==> src/rtl/lcg48br_pkg.sv <==
// Package for the 48-bit LCG with bounded pick.
// Constants of the generator and the status type shared by the serial units.
// No dependencies.
package lcg48br_pkg;

  localparam int StateW = 48;
  localparam int SeedW  = 32;
  localparam int ValW   = 31;
  localparam int MulW   = 35;
  localparam int LowW   = 16;

  localparam logic [MulW-1:0]   LCG_MULT     = 35'h5DEECE66D;
  localparam logic [StateW-1:0] LCG_INC      = 48'h00000000000B;
  localparam logic [LowW-1:0]   LCG_LOW_INIT = 16'h330E;
  localparam logic [ValW-1:0]   RAW_MAX      = 31'h7FFFFFFF;

  // Status of a multi-cycle serial unit
  typedef struct packed {
    logic busy;
    logic done;
  } unit_stat_t;

endpackage

==> src/rtl/lcg48br_mul.sv <==
// Bit-serial multiply-add: state * LCG_MULT + LCG_INC mod 2^48.
// One multiplier bit per cycle, one 48-bit add per step. Uses lcg48br_pkg.
module lcg48br_mul (
  input  logic                              clk,
  input  logic                              rst_n,
  input  logic                              start,
  input  logic [lcg48br_pkg::StateW-1:0]    state_in,
  output lcg48br_pkg::unit_stat_t           stat,
  output logic [lcg48br_pkg::StateW-1:0]    product
);
  import lcg48br_pkg::*;

  localparam int CntW = $clog2(MulW);

  logic [StateW-1:0] acc_r, acc_nxt;
  logic [StateW-1:0] mcand_r;
  logic [MulW-1:0]   mplier_r;
  logic [CntW-1:0]   cnt_r;
  logic              busy_r, done_r;

  // Conditional add of the shifted multiplicand
  always_comb begin
    acc_nxt = acc_r;
    if (mplier_r[0]) begin
      acc_nxt = acc_r + mcand_r;
    end
  end

  // Control
  always_ff @(posedge clk) begin
    if (!rst_n) begin
      busy_r <= 1'b0;
      done_r <= 1'b0;
      cnt_r  <= '0;
    end else begin
      done_r <= 1'b0;
      if (start) begin
        busy_r <= 1'b1;
        cnt_r  <= '0;
      end else if (busy_r) begin
        cnt_r <= cnt_r + CntW'(1);
        if (cnt_r == CntW'(MulW - 1)) begin
          busy_r <= 1'b0;
          done_r <= 1'b1;
        end
      end
    end
  end

  // Datapath shift registers
  always_ff @(posedge clk) begin
    if (start) begin
      acc_r    <= LCG_INC;
      mcand_r  <= state_in;
      mplier_r <= LCG_MULT;
    end else if (busy_r) begin
      acc_r    <= acc_nxt;
      mcand_r  <= {mcand_r[StateW-2:0], 1'b0};
      mplier_r <= {1'b0, mplier_r[MulW-1:1]};
    end
  end

  assign stat.busy = busy_r;
  assign stat.done = done_r;
  assign product   = acc_r;

endmodule

==> src/rtl/lcg48br_div.sv <==
// Restoring bit-serial divider for 31-bit unsigned operands.
// One quotient bit per cycle. Uses lcg48br_pkg.
module lcg48br_div (
  input  logic                            clk,
  input  logic                            rst_n,
  input  logic                            start,
  input  logic [lcg48br_pkg::ValW-1:0]    dividend,
  input  logic [lcg48br_pkg::ValW-1:0]    divisor,
  output lcg48br_pkg::unit_stat_t         stat,
  output logic [lcg48br_pkg::ValW-1:0]    quotient
);
  import lcg48br_pkg::*;

  localparam int CntW = $clog2(ValW);

  logic [ValW-1:0] rem_r, rem_nxt;
  logic [ValW-1:0] quo_r;
  logic [ValW-1:0] dvs_r;
  logic [ValW:0]   rem_sh;
  logic            ge;
  logic [CntW-1:0] cnt_r;
  logic            busy_r, done_r;

  // Shift in next dividend bit, trial subtract
  always_comb begin
    rem_sh  = {rem_r, quo_r[ValW-1]};
    ge      = (rem_sh >= {1'b0, dvs_r});
    rem_nxt = ge ? ValW'(rem_sh - {1'b0, dvs_r}) : rem_sh[ValW-1:0];
  end

  // Control
  always_ff @(posedge clk) begin
    if (!rst_n) begin
      busy_r <= 1'b0;
      done_r <= 1'b0;
      cnt_r  <= '0;
    end else begin
      done_r <= 1'b0;
      if (start) begin
        busy_r <= 1'b1;
        cnt_r  <= '0;
      end else if (busy_r) begin
        cnt_r <= cnt_r + CntW'(1);
        if (cnt_r == CntW'(ValW - 1)) begin
          busy_r <= 1'b0;
          done_r <= 1'b1;
        end
      end
    end
  end

  // Dividend register shifts out while quotient bits shift in
  always_ff @(posedge clk) begin
    if (start) begin
      rem_r <= '0;
      quo_r <= dividend;
      dvs_r <= divisor;
    end else if (busy_r) begin
      rem_r <= rem_nxt;
      quo_r <= {quo_r[ValW-2:0], ge};
    end
  end

  assign stat.busy = busy_r;
  assign stat.done = done_r;
  assign quotient  = quo_r;

endmodule

==> src/rtl/lcg48_bounded_random_top.sv <==
// 48-bit LCG bounded random generator, top level.
// Instantiates lcg48br_mul and lcg48br_div; uses lcg48br_pkg.
//
// Each accepted item advances the 48-bit state once and returns bits 47..17
// as out_raw_value, plus out_bounded_index = raw / ((2^31-1)/bound), clamped
// to bound-1 (0 for a bound of zero). One item is in work at a time. An item
// passes through the bit-serial multiplier (one constant bit per cycle),
// then two passes through the shared restoring divider, and is then loaded
// into the output register; with a bound of zero the divides are skipped.
// A stalled result holds the sequencer until the output register takes it.
// The result sits in an output register, so the next item is taken while it
// waits. Writing cfg_seed loads the state with {seed, 16'h330E}; a seed
// write is taken only when idle with no result waiting, and a pending seed
// write holds off the next item.
module lcg48_bounded_random_top (
  input  logic                          clk,
  input  logic                          rst_n,
  input  logic                          cfg_valid,
  output logic                          cfg_ready,
  input  logic [lcg48br_pkg::SeedW-1:0] cfg_seed,
  input  logic                          in_valid,
  output logic                          in_ready,
  input  logic [lcg48br_pkg::ValW-1:0]  in_bound,
  output logic                          out_valid,
  input  logic                          out_ready,
  output logic [lcg48br_pkg::ValW-1:0]  out_raw_value,
  output logic [lcg48br_pkg::ValW-1:0]  out_bounded_index
);
  import lcg48br_pkg::*;

  typedef enum logic [4:0] {
    ST_IDLE = 5'b00001,
    ST_MUL  = 5'b00010,
    ST_DIV1 = 5'b00100,
    ST_DIV2 = 5'b01000,
    ST_DONE = 5'b10000
  } fsm_t;

  fsm_t              st_r, st_nxt;
  logic [StateW-1:0] lcg_state_r;
  logic [ValW-1:0]   bound_r;
  logic [ValW-1:0]   idx_r;
  logic              out_valid_r;
  logic [ValW-1:0]   out_raw_r, out_idx_r;

  logic              in_acc, cfg_acc, out_load;
  logic              mul_start, div_start;
  logic [StateW-1:0] product;
  logic [ValW-1:0]   div_dvd, div_dvs, quotient;
  logic [ValW-1:0]   raw;
  unit_stat_t        mul_stat, div_stat;

  // Seed writes go first and only with nothing in flight
  assign in_ready  = (st_r == ST_IDLE) && !cfg_valid;
  assign cfg_ready = (st_r == ST_IDLE) && !out_valid_r;
  assign in_acc    = in_valid && in_ready;
  assign cfg_acc   = cfg_valid && cfg_ready;
  assign out_load  = (st_r == ST_DONE) && (!out_valid_r || out_ready);
  assign raw       = lcg_state_r[StateW-1:StateW-ValW];

  // Unit starts and divider operand select
  assign mul_start = in_acc;
  assign div_start = ((st_r == ST_MUL) && mul_stat.done && (bound_r != '0)) ||
                     ((st_r == ST_DIV1) && div_stat.done);
  assign div_dvd   = (st_r == ST_MUL) ? RAW_MAX : raw;
  assign div_dvs   = (st_r == ST_MUL) ? bound_r : quotient;

  lcg48br_mul u_mul (
    .clk      (clk),
    .rst_n    (rst_n),
    .start    (mul_start),
    .state_in (lcg_state_r),
    .stat     (mul_stat),
    .product  (product)
  );

  lcg48br_div u_div (
    .clk      (clk),
    .rst_n    (rst_n),
    .start    (div_start),
    .dividend (div_dvd),
    .divisor  (div_dvs),
    .stat     (div_stat),
    .quotient (quotient)
  );

  // Sequencer
  always_comb begin
    st_nxt = st_r;
    case (st_r)
      ST_IDLE: if (in_acc) st_nxt = ST_MUL;
      ST_MUL: begin
        if (mul_stat.done) begin
          st_nxt = (bound_r == '0) ? ST_DONE : ST_DIV1;
        end
      end
      ST_DIV1: if (div_stat.done) st_nxt = ST_DIV2;
      ST_DIV2: if (div_stat.done) st_nxt = ST_DONE;
      ST_DONE: if (out_load) st_nxt = ST_IDLE;
      default: st_nxt = ST_IDLE;
    endcase
  end

  always_ff @(posedge clk) begin
    if (!rst_n) begin
      st_r <= ST_IDLE;
    end else begin
      st_r <= st_nxt;
    end
  end

  // Generator state: reset and seed load, update after the multiply
  always_ff @(posedge clk) begin
    if (!rst_n) begin
      lcg_state_r <= {SeedW'(0), LCG_LOW_INIT};
    end else if (cfg_acc) begin
      lcg_state_r <= {cfg_seed, LCG_LOW_INIT};
    end else if ((st_r == ST_MUL) && mul_stat.done) begin
      lcg_state_r <= product;
    end
  end

  // Item bound and bounded index with clamp
  always_ff @(posedge clk) begin
    if (in_acc) begin
      bound_r <= in_bound;
    end
    if ((st_r == ST_MUL) && mul_stat.done) begin
      idx_r <= '0;
    end else if ((st_r == ST_DIV2) && div_stat.done) begin
      idx_r <= (quotient >= bound_r) ? (bound_r - ValW'(1)) : quotient;
    end
  end

  // Output register
  always_ff @(posedge clk) begin
    if (!rst_n) begin
      out_valid_r <= 1'b0;
    end else if (out_load) begin
      out_valid_r <= 1'b1;
    end else if (out_ready) begin
      out_valid_r <= 1'b0;
    end
  end

  always_ff @(posedge clk) begin
    if (out_load) begin
      out_raw_r <= raw;
      out_idx_r <= idx_r;
    end
  end

  assign out_valid         = out_valid_r;
  assign out_raw_value     = out_raw_r;
  assign out_bounded_index = out_idx_r;

  // Checks
  a_units_exclusive: assert property (@(posedge clk) disable iff (!rst_n)
    !(mul_stat.busy && div_stat.busy))
    else $error("multiplier and divider busy together");

  a_mul_follows_accept: assert property (@(posedge clk) disable iff (!rst_n)
    in_acc |=> mul_stat.busy)
    else $error("multiplier did not start on item");

  a_seed_low_bits: assert property (@(posedge clk) disable iff (!rst_n)
    cfg_acc |=> (lcg_state_r[LowW-1:0] == LCG_LOW_INIT))
    else $error("seed load lost low constant");

  a_index_in_range: assert property (@(posedge clk) disable iff (!rst_n)
    (out_load && (bound_r != '0)) |-> (idx_r < bound_r))
    else $error("bounded index not below bound");

endmodule
==> config.mk <==
export PLATFORM = sky130hd
export DESIGN_NAME = lcg48_bounded_random_top
export DESIGN_NICKNAME = d
export VERILOG_FILES = /design/src/rtl/lcg48br_pkg.sv /design/src/rtl/lcg48br_mul.sv /design/src/rtl/lcg48br_div.sv /design/src/rtl/lcg48_bounded_random_top.sv
export SDC_FILE = /design/constraint.sdc
export NUM_CORES = 1
export LEC_CHECK = 0
export ABC_AREA = 1
export BUFFER_PORTS_ARGS = -buffer_cell sky130_fd_sc_hd__buf_2
export CORE_ASPECT_RATIO = 1.1
export CORE_UTILIZATION = 56
export DETAILED_ROUTE_END_ITERATION = 7
export PLACE_DENSITY = 0.75
export SKIP_LAST_GASP = 1
export SYNTH_ARGS = -nofsm -noshare
export SYNTH_HDL_FRONTEND = slang
export SYNTH_HIERARCHICAL = 1
export SYNTH_SLANG_ARGS = --single-unit
==> constraint.sdc <==
create_clock -name clk -period 3.78 [get_ports clk]
set_clock_uncertainty 0.15 [all_clocks]
set_input_delay 0.756 -clock clk [delete_from_list [all_inputs] [get_ports clk]]
set_output_delay 0.756 -clock clk [all_outputs]
set_load 0.03 [all_outputs]
==> Word-level counts from Yosys, hierarchy flattened <==
Index checks and enable logic that the tools add are counted.
{ "classes": {"add_sub_neg": 5, "n_lt_le_gt_ge": 2, "eq_ne": 12, "muxes": 27, "n_bitwise": 3, "reduce_logical": 26} }
{ "ops": {"columns": ["operator", "n"], "rows": [
  ["$mux W48", 4],
  ["$mux W31", 6],
  ["$add A48 B48 Y48", 1],
  ["$ge A32 B31 Y1", 1],
  ["$ge A31 B31 Y1", 1],
  ["$logic_not A31 Y1", 1],
  ["$reduce_bool A31 Y1", 1],
  ["$sub A31 B1 Y31 const B", 1],
  ["$sub A31 B31 Y31", 1],
  ["$mux W5", 6],
  ["$pmux W5 S5", 1],
  ["$eq A5 B5 Y1 const B", 2],
  ["$mux W1", 10],
  ["$logic_and A1 B1 Y1", 9],
  ["$reduce_bool A2 Y1", 4],
  ["$add A6 B1 Y6 const B", 1],
  ["$eq A6 B6 Y1 const B", 1],
  ["$ne A2 B1 Y1 const B", 3],
  ["$reduce_or A2 Y1", 3],
  ["$reduce_or A3 Y1", 2],
  ["$add A5 B1 Y5 const B", 1],
  ["$eq A5 B1 Y1 const B", 1],
  ["$eq A5 B2 Y1 const B", 1],
  ["$eq A5 B3 Y1 const B", 1],
  ["other kinds (7)", 12]
]} }
{ "word_totals": {"reg_bits": 417, "input_bits": 68, "out_inout_bits": 65, "wordCells": 95} }

==> Depth between registers and ports, before layout <==
Gate-level depths: netlist of the first run.
{ "logic_depth": {"ltp_word": 5, "mapped_depth": 17, "ltp_nobuf": 16} }

==> By module <==
The synthesis of the first run kept the hierarchy.
{ "by_module_without_submodules": {"columns": ["module", "instances", "cells_per_inst", "area_per_inst_um2", "seq_area_each_um2"], "rows": [
  ["lcg48br_mul", 1, 1537, 9653.0, 3263.1],
  ["lcg48_bounded_random_top", 1, 1075, 8832.2, 4494.3],
  ["lcg48br_div", 1, 978, 6732.7, 2622.5]
]} }

==> Least setup slack after synthesis of the first run <==
OpenSTA, ideal clock, no wires.
{ "synth_timing": {"path_kind": "input to register", "from": "input cfg_valid", "to": "register u_mul.mcand_r[0], enable pin", "setup_ps": 407, "t_arrival_ps": 3746, "t_required_ps": 3223, "path_slack_ps": -523, "cell_stages": 7, "path_buffers": 2, "cell_sequence": "nor2_1 nand2_1 inv_1 clkbuf_1 inv_1 clkbuf_1 nand2_1"} }
{ "synth_between": {"elab_chain_cells": 4} }
{ "synth_rtl": {"columns": ["element", "line_no", "source"], "rows": [
  ["start, declared", "lcg48_bounded_random_top.sv:18", "input logic cfg_valid,"],
  ["$logic_not A1 Y1", "lcg48_bounded_random_top.sv:54", "assign in_ready = (st_r == ST_IDLE) && !cfg_valid;"],
  ["$logic_and A1 B1 Y1", "lcg48_bounded_random_top.sv:54", null],
  ["$logic_and A1 B1 Y1", "lcg48_bounded_random_top.sv:56", "assign in_acc = in_valid && in_ready;"],
  ["via in_acc", "lcg48_bounded_random_top.sv:46", "logic in_acc, cfg_acc, out_load;"],
  ["$reduce_bool A2 Y1 (no source line)", null, null],
  ["end signal, assigned", "lcg48br_mul.sv:54", "mcand_r <= state_in;"],
  ["end signal, assigned", "lcg48br_mul.sv:58", "mcand_r <= {mcand_r[StateW-2:0], 1'b0};"],
  ["end, declared", "lcg48br_mul.sv:16", "logic [StateW-1:0] mcand_r;"]
]} }
The timed path passes the listed nets, and every way through them passes these cells.
A chain may end at the register's enable or synchronous reset.

==> Final worst setup path of the first run <==
{ "layout_timing": {"from": "register bound_r[0]", "to": "register u_div.quo_r[0], in the netlist u_div/quotient[0] (data pin)"} }
{ "layout_between": {"elab_chain_cells": 4} }
{ "layout_rtl": {"columns": ["element", "line_no", "source"], "rows": [
  ["start, declared", "lcg48_bounded_random_top.sv:41", "logic [ValW-1:0] bound_r;"],
  ["start signal, assigned", "lcg48_bounded_random_top.sv:126", "bound_r <= in_bound;"],
  ["$reduce_bool A31 Y1", "lcg48_bounded_random_top.sv:63", "assign div_start = ((st_r == ST_MUL) && mul_stat.done && (bound_r != '0)) ||"],
  ["$logic_and A1 B1 Y1", "lcg48_bounded_random_top.sv:63", null],
  ["$logic_or A1 B1 Y1", "lcg48_bounded_random_top.sv:63", null],
  ["via div_start", "lcg48_bounded_random_top.sv:47", "logic mul_start, div_start;"],
  ["$mux W31", "lcg48br_div.sv:54", "if (start) begin"],
  ["end signal, assigned", "lcg48br_div.sv:56", "quo_r <= dividend;"],
  ["end signal, assigned", "lcg48br_div.sv:60", "quo_r <= {quo_r[ValW-2:0], ge};"],
  ["end, declared", "lcg48br_div.sv:17", "logic [ValW-1:0] quo_r;"]
]} }
The timed path passes the listed nets, and every way through them passes these cells.

==> results of run 1 <==
final cells by class:
cell class                      instances  area (µm²)
Inverter                              597        2250
Multi-Input combinational cell       2468       12100
Clock inverter                         19         213
Fill cell                            4159       16500
Timing Repair Buffer                  157         911
Sequential cell                       417       10400
Antenna cell                            1        2.50
Tap cell                              581         727
Clock buffer                           60        1290
metrics by stage:
| step | utilization, % | worst slack (ns) | power (µW) | instance area [µm²] |
|---|---|---|---|---|
| after global routing | 62.8 | 0.583 | 17900 | 27900 |
| after detailed placement | 59.4 | 0.844 | 12300 | 26400 |
| after CTS | 62.8 | 0.811 | 16900 | 27900 |
| after global placement | 59.4 | 0.926 | 12200 | 26400 |
| final | 62.8 | 0.813 | 16800 | 27900 |
| after floorplan | - | 0.168 | 10700 | 25200 |
flip-flops by register name, indices dropped and copies added, names as in the netlist:
name and count:
lcg_state_r 48, u_mul/mcand_r 48, u_mul/product 48, u_mul/mplier_r 35
bound_r 31, idx_r 31, out_bounded_index 31, out_raw_value 31
u_div/dvs_r 31, u_div/quotient 31, u_div/rem_r 31, u_mul/cnt_r 6
st_r 5, u_div/cnt_r 5, out_valid 1, u_div/busy_r 1
u_div/done_r 1, u_mul/busy_r 1, u_mul/done_r 1
per-layer routing:
metal	track usage (%)	wire length, µm
met5	0	16
met3	3.39	2720
met2	54.9	34700
met1	34.9	27800
met4	15.4	3580
critical path: stages (launching register included):
cell and delay [ns]:
edfxtp_1 0.41, inv_1 0.12, ha_1 0.21, nand2_1 0.17, nor2_2 0.20, nand4_1 0.24
nand2_1 0.18, nand2_2 0.09, buf_4 0.27, inv_1 0.14, buf_4 0.34, a31oi_1 0.13
cells in the final DEF (no fill, tap or decap), drive strengths merged, types with 24 or more instances in the layout:
master,n
nand2,1249
inv,592
nor2,417
nand3,215
dfxtp,214
edfxtp,203
o21ai,193
buf,157
a21oi,122
ha,114
clkbuf,60
xor2,51
nand4,24
path summary, 6_finish.rpt:
path	startpoint	to	slack [ns]	depth (start not counted)
worst max register to register	bound_r[0]	u_div/quotient[0]	0.81	11
worst max-delay path	bound_r[0]	u_div/quotient[0]	0.81	11
worst min register to register	idx_r[7]	out_bounded_index[7]	0.28	0
worst min-delay path	in_bound[14]	bound_r[14]	0.21	1
where the power goes:
part	internal, µW	leakage [µW]	switching [µW]	total [µW]
sequential	5600	0.00363	556	6160
combinational	2000	0.00967	4170	6160
clock	2680	0.000742	1840	4520
total	10300	0.0140	6560	16800
==> flow_summary.yaml, run 1 <==
clock_tree:
  cts.sinks: 417
  cts_inserted_buffers: 43
  max-clock-path-buffers: 3
  cts_resized: 0
  holdBufCountCts: 0
  htree_num_levels: 2
  cts_tree: "done"
  clock_latency_ns: 0.57
  clkTransAtPathRegs_ns: 0.07
  post_cts_buffers: 0
  clk_root_buffer_cell: "clkbuf_16"
global_route:
  globalRouteOverflowTotal: 0
  grt.total_usage_pct: 30.2
  initial_antenna_violation_count: 2
  number_of_global_route_vias_before_repair: 21307
  maximum_number_of_pins_on_one_net_before_global_route_repair: 123
  grt_pass1_wl_um: 109000
timing:
  hold_viol: 0
  finalCritPeriodShare_pct: 78.5
  relSlewSlack_pct: 19.6
  max_freq_mhz: 337
  tightest_slew_ns: 1.20
  rsz0062_at_grt: "false"
  finalSetupViolCount: 0
  hold_slack_ns: 0.210
  final.setup.tns_ns: 0
  finalCriticalPeriod_ns: 2.97
  slew_viol_final: 0
finish:
  finalNetCount: 3868
  post_layout_nonfiller_instances: 4300
  drive_above_1_share_pct: 10.7
  layout_overhead_on_the_synthesized_area_pct: 10.6
drt:
  first_pass_iters: 5
  first_iter_violations: 1474
  postRouteWirelength_um: 68800
  num_vias: 21969
  drt-vias-per-instance: 5.11
  ant_nets: 0
  drc_errors: 0
  routedWlPerCell_um: 16.0
worst_setup_path:
  endpoint_arrival_time_on_the_critical_path_ns: 3.11
  wp_data_required_ns: 3.92
  endpoint_type_of_the_worst_setup_path: "register"
  kind_of_critical_path: "register to register"
  critPathLaunchType: "register"
  crit_fanout: 34
placement:
  gpl.final_weighted_congestion: 0.974
  port_buffers: 132
  dpl.cell_count: 4220
  post-dp-hpwl_um: 52300
synthesis:
  net_count_after_synthesis: 3772
  syn-cell-area_mm2: 0.0252
  ys.warnings.count: 6
  syn-instance-count: 3588
  avgSynthCellArea_um2: 7.02
die:
  dieWidth_um: 204
  ioPinCount: 133
  die_area_mm2: 0.0459
  core.rowCount: 81
  die_h_um: 225
  initial_core_utilization_pct: 56.8
  placeableCoreArea_mm2: 0.0444
worst_hold_path:
  hp-class: "primary input to register"
power:
  ir_worst_vdd_mv: 0.511
  power.density_mw_per_mm2: 604
  p_leak_uw: 0.0140
status:
  run_status: "finished clean"
run:
  drv_cap: 0
Note: power is estimated with default switching activity, not from simulation.
==> inputs of run 2 (changes only) <==
==> constraint.sdc (replaced) <==
create_clock -name clk -period 2.5 [get_ports clk]
set_clock_uncertainty 0.15 [all_clocks]
set_input_delay 0.5 -clock clk [delete_from_list [all_inputs] [get_ports clk]]
set_output_delay 0.5 -clock clk [all_outputs]
set_load 0.03 [all_outputs]
==> flow_summary.yaml, run 2 (synthesized netlist as in run 1, its figures left out) <==
status:
  run_status: "finished clean"
timing:
  relSlewSlack_pct: 58.8
  rsz0062_at_grt: "true"
  finalCriticalPeriod_ns: 2.43
  finalCritPeriodShare_pct: 97.1
  max_freq_mhz: 412
  slew_viol_final: 0
  tightest_slew_ns: 0.617
  final_worst_path_setup_slack_ns: 0.0715
  hold_viol: 0
  finalSetupViolCount: 0
  hold_slack_ns: 0.0425
worst_setup_path:
  endpoint_type_of_the_worst_setup_path: "register"
  worstPathCellList: "buf_6 -> inv_1 -> ha_4 -> a21oi_1 -> nand2_1 -> a21oi_2 -> nand2_2 -> nor2_4 -> nand2_8 -> clkbuf_16 -> nand2_1 -> nand2_1 -> o21bai_1 -> inv_1"
  endpoint_arrival_time_on_the_critical_path_ns: 2.75
  critPathMaxStageDelay_ns: 0.42
  kind_of_critical_path: "register to register"
  wp_data_required_ns: 2.82
  timing.critical_path.slowest_stage_cell: "edfxtp_1"
  startpoint: "bound_r[26]"
  crit_fanout: 7
  cpMostUsedCell: "nand2_1"
  setup.reg_to_reg.worst_slack_ns: 0.07
  reg2regPathDepth: 14
  r2r_end: "idx_r[3]"
  r2r-start: "bound_r[26]"
  kind_of_cell_with_the_highest_combined_delay_on_the_critical_path: "simple AND/OR/NAND/NOR gates"
  critPathLaunchType: "register"
  worst_path_buffer_plus_inverter_count: 4
finish:
  nFillCells: 3957
  finalNetCount: 4001
  insertedDiodeCount: 0
  drive_above_1_share_pct: 14.0
  layout_overhead_on_the_synthesized_area_pct: 16.6
  layout_common_cells: "1202 x nand2_1, 547 x inv_1, 335 x nor2_1"
  layout_commonest_cell: "nand2_1"
  final_area_mm2: 0.0294
  post_layout_nonfiller_instances: 4433
worst_hold_path:
  timing.hold.worst.start: "cfg_seed[30]"
  hp-class: "primary input to register"
  timing.hold.worst_endpoint: "lcg_state_r[46]"
  hold_depth: 3
die:
  ioPinCount: 133
  placeableCoreArea_mm2: 0.0444
  initial_core_utilization_pct: 56.8
  die_h_um: 225
  die_area_mm2: 0.0459
  dieWidth_um: 204
  core.rowCount: 81
global_route:
  globalRouteOverflowTotal: 0
  grt.total_usage_pct: 30.8
  maximum_number_of_pins_on_one_net_before_global_route_repair: 96
  grt_pass1_wl_um: 111000
  number_of_global_route_vias_before_repair: 22170
  initial_antenna_violation_count: 0
drt:
  num_vias: 22922
  routedWlPerCell_um: 16.2
  first_iter_violations: 1707
  first_pass_iters: 6
  postRouteWirelength_um: 71900
  drt-vias-per-instance: 5.17
  drc_errors: 0
  ant_nets: 0
clock_tree:
  cts.sinks: 417
  clkTransAtPathRegs_ns: 0.06
  clk_root_buffer_cell: "clkbuf_16"
  max-clock-path-buffers: 3
  clock_latency_ns: 0.58
  cts_inserted_buffers: 44
  htree_num_levels: 2
  cts_tree: "done"
placement:
  gpl.final_weighted_congestion: 1.01
  dpl.cell_count: 4298
  detailed_place.area_mm2: 0.0271
  dp_worst_setup_slack_ns: -0.0252
  port_buffers: 132
  post-dp-hpwl_um: 53300
run:
  drv_cap: 0
power:
  ir_worst_vdd_mv: 0.746
  power.density_mw_per_mm2: 874
  p_leak_uw: 0.0147
-- run 2: cell count changes in the layout (fill, tap and decap cells not counted), moves of 8 or more --
cell           delta
nand2_1          -11
buf_12            +9
buf_4            +80
dlygate4sd3_1    +31
nor2_1           -11
ha_1              -8
-- run 2: area by class of cell --
cell class                      count  area [µm²]  share of cell area (%)
Multi-Input combinational cell   2470       12400                    42.1
Sequential cell                   417       10400                    35.3
Inverter                          597        2250                    7.67
Timing Repair Buffer              287        2200                    7.48
Clock buffer                       60        1240                    4.23
Tap cell                          581         727                    2.47
Clock inverter                     21         214                   0.728
-- run 2: what timing repair did --
action | 4_1_cts | 5_1_grt
resized for setup | 2 | 56
hold endpoints to repair | 31 | 0
endpoints found under the setup margin | 25 | 126
setup buffers | 0 | 14
hold buffers | 31 | 0
pin swaps | 0 | 21
cloned | 0 | 9
-- run 2: worst min-delay path, cell delays in order --
cell	delay (ns)
buf_2	0.07
o21ai_0	0.08
nor2_1	0.09
-- run 2: how the worst max path moves through the flow --
| stage | endpoint | slack (ns) | depth (start not counted) |
|---|---|---|---|
| 2_1_floorplan | u_mul/mcand_r[0] | -0.05 | 9 |
| 3_3_place_gp | u_div/rem_r[25] | 0.08 | 15 |
| 3_5_place_dp | u_div/rem_r[25] | -0.03 | 15 |
| 4_1_cts | u_div/rem_r[25] | 0.05 | 17 |
| 5_1_grt | idx_r[3] | -0.06 | 16 |
| 6_report | idx_r[3] | 0.07 | 14 |
-- run 2: per-layer routing --
metal | wire length, µm | GRT usage [%] | up-vias
li1 | - | - | 11620
met1 | 27900 | 35.0 | 10385
met2 | 36000 | 55.3 | 683
met3 | 3600 | 4.06 | 234
met4 | 4410 | 16.9 | 0
met5 | 0 | 0 | -
-- run 2: per-stage QoR --
stage / utilization, % / power (µW) / setup TNS (ns)
after floorplan: - / 16200 / -2.60
after global placement: 61.0 / 18700 / 0
after detailed placement: 61.0 / 18900 / -0.160
after CTS: 65.0 / 25500 / 0
after global routing: 66.2 / 27400 / -0.503
final: 66.2 / 25700 / 0
-- run 2: power by group --
| group | internal (µW) | total (µW) | switching [µW] |
|---|---|---|---|
| clock network | 3820 | 6600 | 2780 |
| registers | 8470 | 9320 | 855 |
| logic | 3340 | 9760 | 6420 |
| total | 15600 | 25700 | 10100 |
==> inputs of run 3 (changes only) <==
--- a/config.mk
+++ b/config.mk
@@ -8,10 +8,12 @@
 export ABC_AREA = 1
 export BUFFER_PORTS_ARGS = -buffer_cell sky130_fd_sc_hd__buf_2
 export CORE_ASPECT_RATIO = 1.1
-export CORE_UTILIZATION = 56
+export CORE_UTILIZATION = 58
+export CTS_BUF_LIST = sky130_fd_sc_hd__clkbuf_4
 export DETAILED_ROUTE_END_ITERATION = 7
-export PLACE_DENSITY = 0.75
+export PLACE_DENSITY = 0.77
 export SKIP_LAST_GASP = 1
+export SLEW_MARGIN = 20
 export SYNTH_ARGS = -nofsm -noshare
 export SYNTH_HDL_FRONTEND = slang
 export SYNTH_HIERARCHICAL = 1
==> flow_summary.yaml, run 3 (synthesized netlist as in run 1, its figures left out) <==
status:
  run_status: "finished, violations left"
  failed_checks: "negative setup slack"
placement:
  port_buffers: 132
  detailed_place.area_mm2: 0.0271
  dpl.cell_count: 4277
  dp_worst_setup_slack_ns: -0.0458
  post-dp-hpwl_um: 54100
  gpl.final_weighted_congestion: 1.00
clock_tree:
  clock_latency_ns: 0.92
  cts_inserted_buffers: 106
  clkTransAtPathRegs_ns: 0.08
  max-clock-path-buffers: 3
  cts_tree: "done"
  clk_root_buffer_cell: "clkbuf_4"
  cts.sinks: 417
  htree_num_levels: 3
finish:
  final_area_mm2: 0.0301
  finalNetCount: 4123
  layout_commonest_cell: "nand2_1"
  layout_common_cells: "1203 x nand2_1, 543 x inv_1, 340 x nor2_1"
  final_util_pct: 70.6
  post_layout_nonfiller_instances: 4598
  drive_above_1_share_pct: 16.4
  layout_overhead_on_the_synthesized_area_pct: 19.3
worst_setup_path:
  worstPathCellList: "inv_2 -> nand4_4 -> nor2_4 -> buf_6"
  crit_fanout: 4
  wp_data_required_ns: 1.85
  reg2regPathDepth: 11
  endpoint_type_of_the_worst_setup_path: "output port"
  setup.reg_to_reg.worst_slack_ns: 0.06
  endpoint_arrival_time_on_the_critical_path_ns: 1.86
  critPathMaxStageDelay_ns: 0.36
  r2r_end: "u_div/quotient[0]"
  critPathLaunchType: "register"
  worst_path_buffer_plus_inverter_count: 2
  r2r-start: "bound_r[3]"
  timing.critical_path.slowest_stage_cell: "dfxtp_1"
  kind_of_cell_with_the_highest_combined_delay_on_the_critical_path: "flip-flops"
  kind_of_critical_path: "register to output port"
worst_hold_path:
  timing.hold.worst_endpoint: "lcg_state_r[42]"
  timing.hold.worst.start: "cfg_valid"
  hp-class: "primary input to register"
  hold_depth: 6
die:
  core.rowCount: 79
  initial_core_utilization_pct: 59.2
  die_h_um: 221
  dieWidth_um: 201
  ioPinCount: 133
  placeableCoreArea_mm2: 0.0426
  die_area_mm2: 0.0443
timing:
  tightest_slew_ns: 0.901
  hold_viol: 0
  rsz0062_at_grt: "true"
  relSlewSlack_pct: 39.8
  final_worst_path_setup_slack_ns: -0.00503
  slew_viol_final: 0
  finalCriticalPeriod_ns: 2.51
  finalSetupViolCount: 1
  finalCritPeriodShare_pct: 100
  max_freq_mhz: 399
power:
  power.density_mw_per_mm2: 868
  p_leak_uw: 0.0152
  ir_worst_vdd_mv: 0.773
drt:
  ant_nets: 0
  first_pass_iters: 5
  first_iter_violations: 2055
  postRouteWirelength_um: 77000
  drc_errors: 0
  routedWlPerCell_um: 16.7
  drt-vias-per-instance: 5.23
  num_vias: 24063
run:
  drv_cap: 0
global_route:
  number_of_global_route_vias_before_repair: 23199
  initial_antenna_violation_count: 2
  maximum_number_of_pins_on_one_net_before_global_route_repair: 111
  grt_pass1_wl_um: 118000
  grt.total_usage_pct: 33.9
  globalRouteOverflowTotal: 0
-- run 3: changes by cell type in the layout (fill, tap and decap cells not counted), sizes merged --
cell         previous run  this run
inv                   591       590
dlygate4sd3            31        88
clkbuf                 66       164
clkinvlp                4         1
bufinv                  3         4
clkinv                 20        40
buf                   250       254
diode                   0         2
nand2                1251      1252
-- run 3: tightest hold or removal path: stages --
cell and delay, ns:
buf_2 0.12, nand2_2 0.07, buf_12 0.17, o21ai_0 0.11
a21oi_1 0.05, nor2_1 0.07
-- run 3: how the worst max path moves through the flow --
| stage | startpoint | endpoint | slack (ns) | depth (start not counted) |
|---|---|---|---|---|
| 2_1_floorplan | st_r[3] | u_mul/mcand_r[0] | -0.05 | 9 |
| 3_3_place_gp | u_div/quotient[30] | u_div/rem_r[25] | 0.05 | 15 |
| 3_5_place_dp | u_div/quotient[30] | u_div/rem_r[28] | -0.05 | 15 |
| 4_1_cts | st_r[2] | cfg_ready | -0.03 | 4 |
| 5_1_grt | st_r[2] | in_ready | -0.07 | 4 |
| 6_report | st_r[4] | in_ready | -0.005 | 4 |
-- run 3: layout make-up --
class	instances	area (µm²)
Fill cell	3599	12500
Multi-Input combinational cell	2471	12400
Sequential cell	417	10400
Timing Repair Buffer	346	2810
Inverter	597	2260
Clock buffer	160	1200
Tap cell	567	709
Clock inverter	38	268
Antenna cell	2	5.00
-- run 3: metal layers --
layer  up-vias  GRT usage, %  wire length, µm
met2       900          60.8            38200
met1     10964          38.9            30100
met3       251          4.36             4150
met5         -             0                0
li1      11948             -                -
met4         0          20.7             4570
-- run 3: what timing repair did --
item / CTS / global route
setup endpoints to repair: 33 / 105
hold buffers: 88 / 0
pin swaps: 1 / 14
endpoints found under the hold margin: 77 / 0
buffers inserted: 2 / 23
cloned: 0 / 8
resized for setup: 4 / 66
-- run 3: stage by stage --
step | total power [µW] | setup TNS [ns] | hold WS (ns)
2_1_floorplan | 16200 | -2.60 | 0.253
3_3_place_gp | 18900 | 0 | 0.267
3_5_place_dp | 19100 | -0.679 | 0.276
4_1_cts | 25600 | -0.0285 | 0.0470
5_1_grt | 27800 | -0.211 | 0.140
6_report | 26100 | -0.00503 | 0.0857
-- run 3: where the power goes --
part | total [µW] | switching, µW | internal [µW] | leakage, µW
registers | 9390 | 928 | 8470 | 0.00363
logic | 10300 | 6740 | 3610 | 0.0107
clock network | 6360 | 3010 | 3350 | 0.000875
total | 26100 | 10700 | 15400 | 0.0152
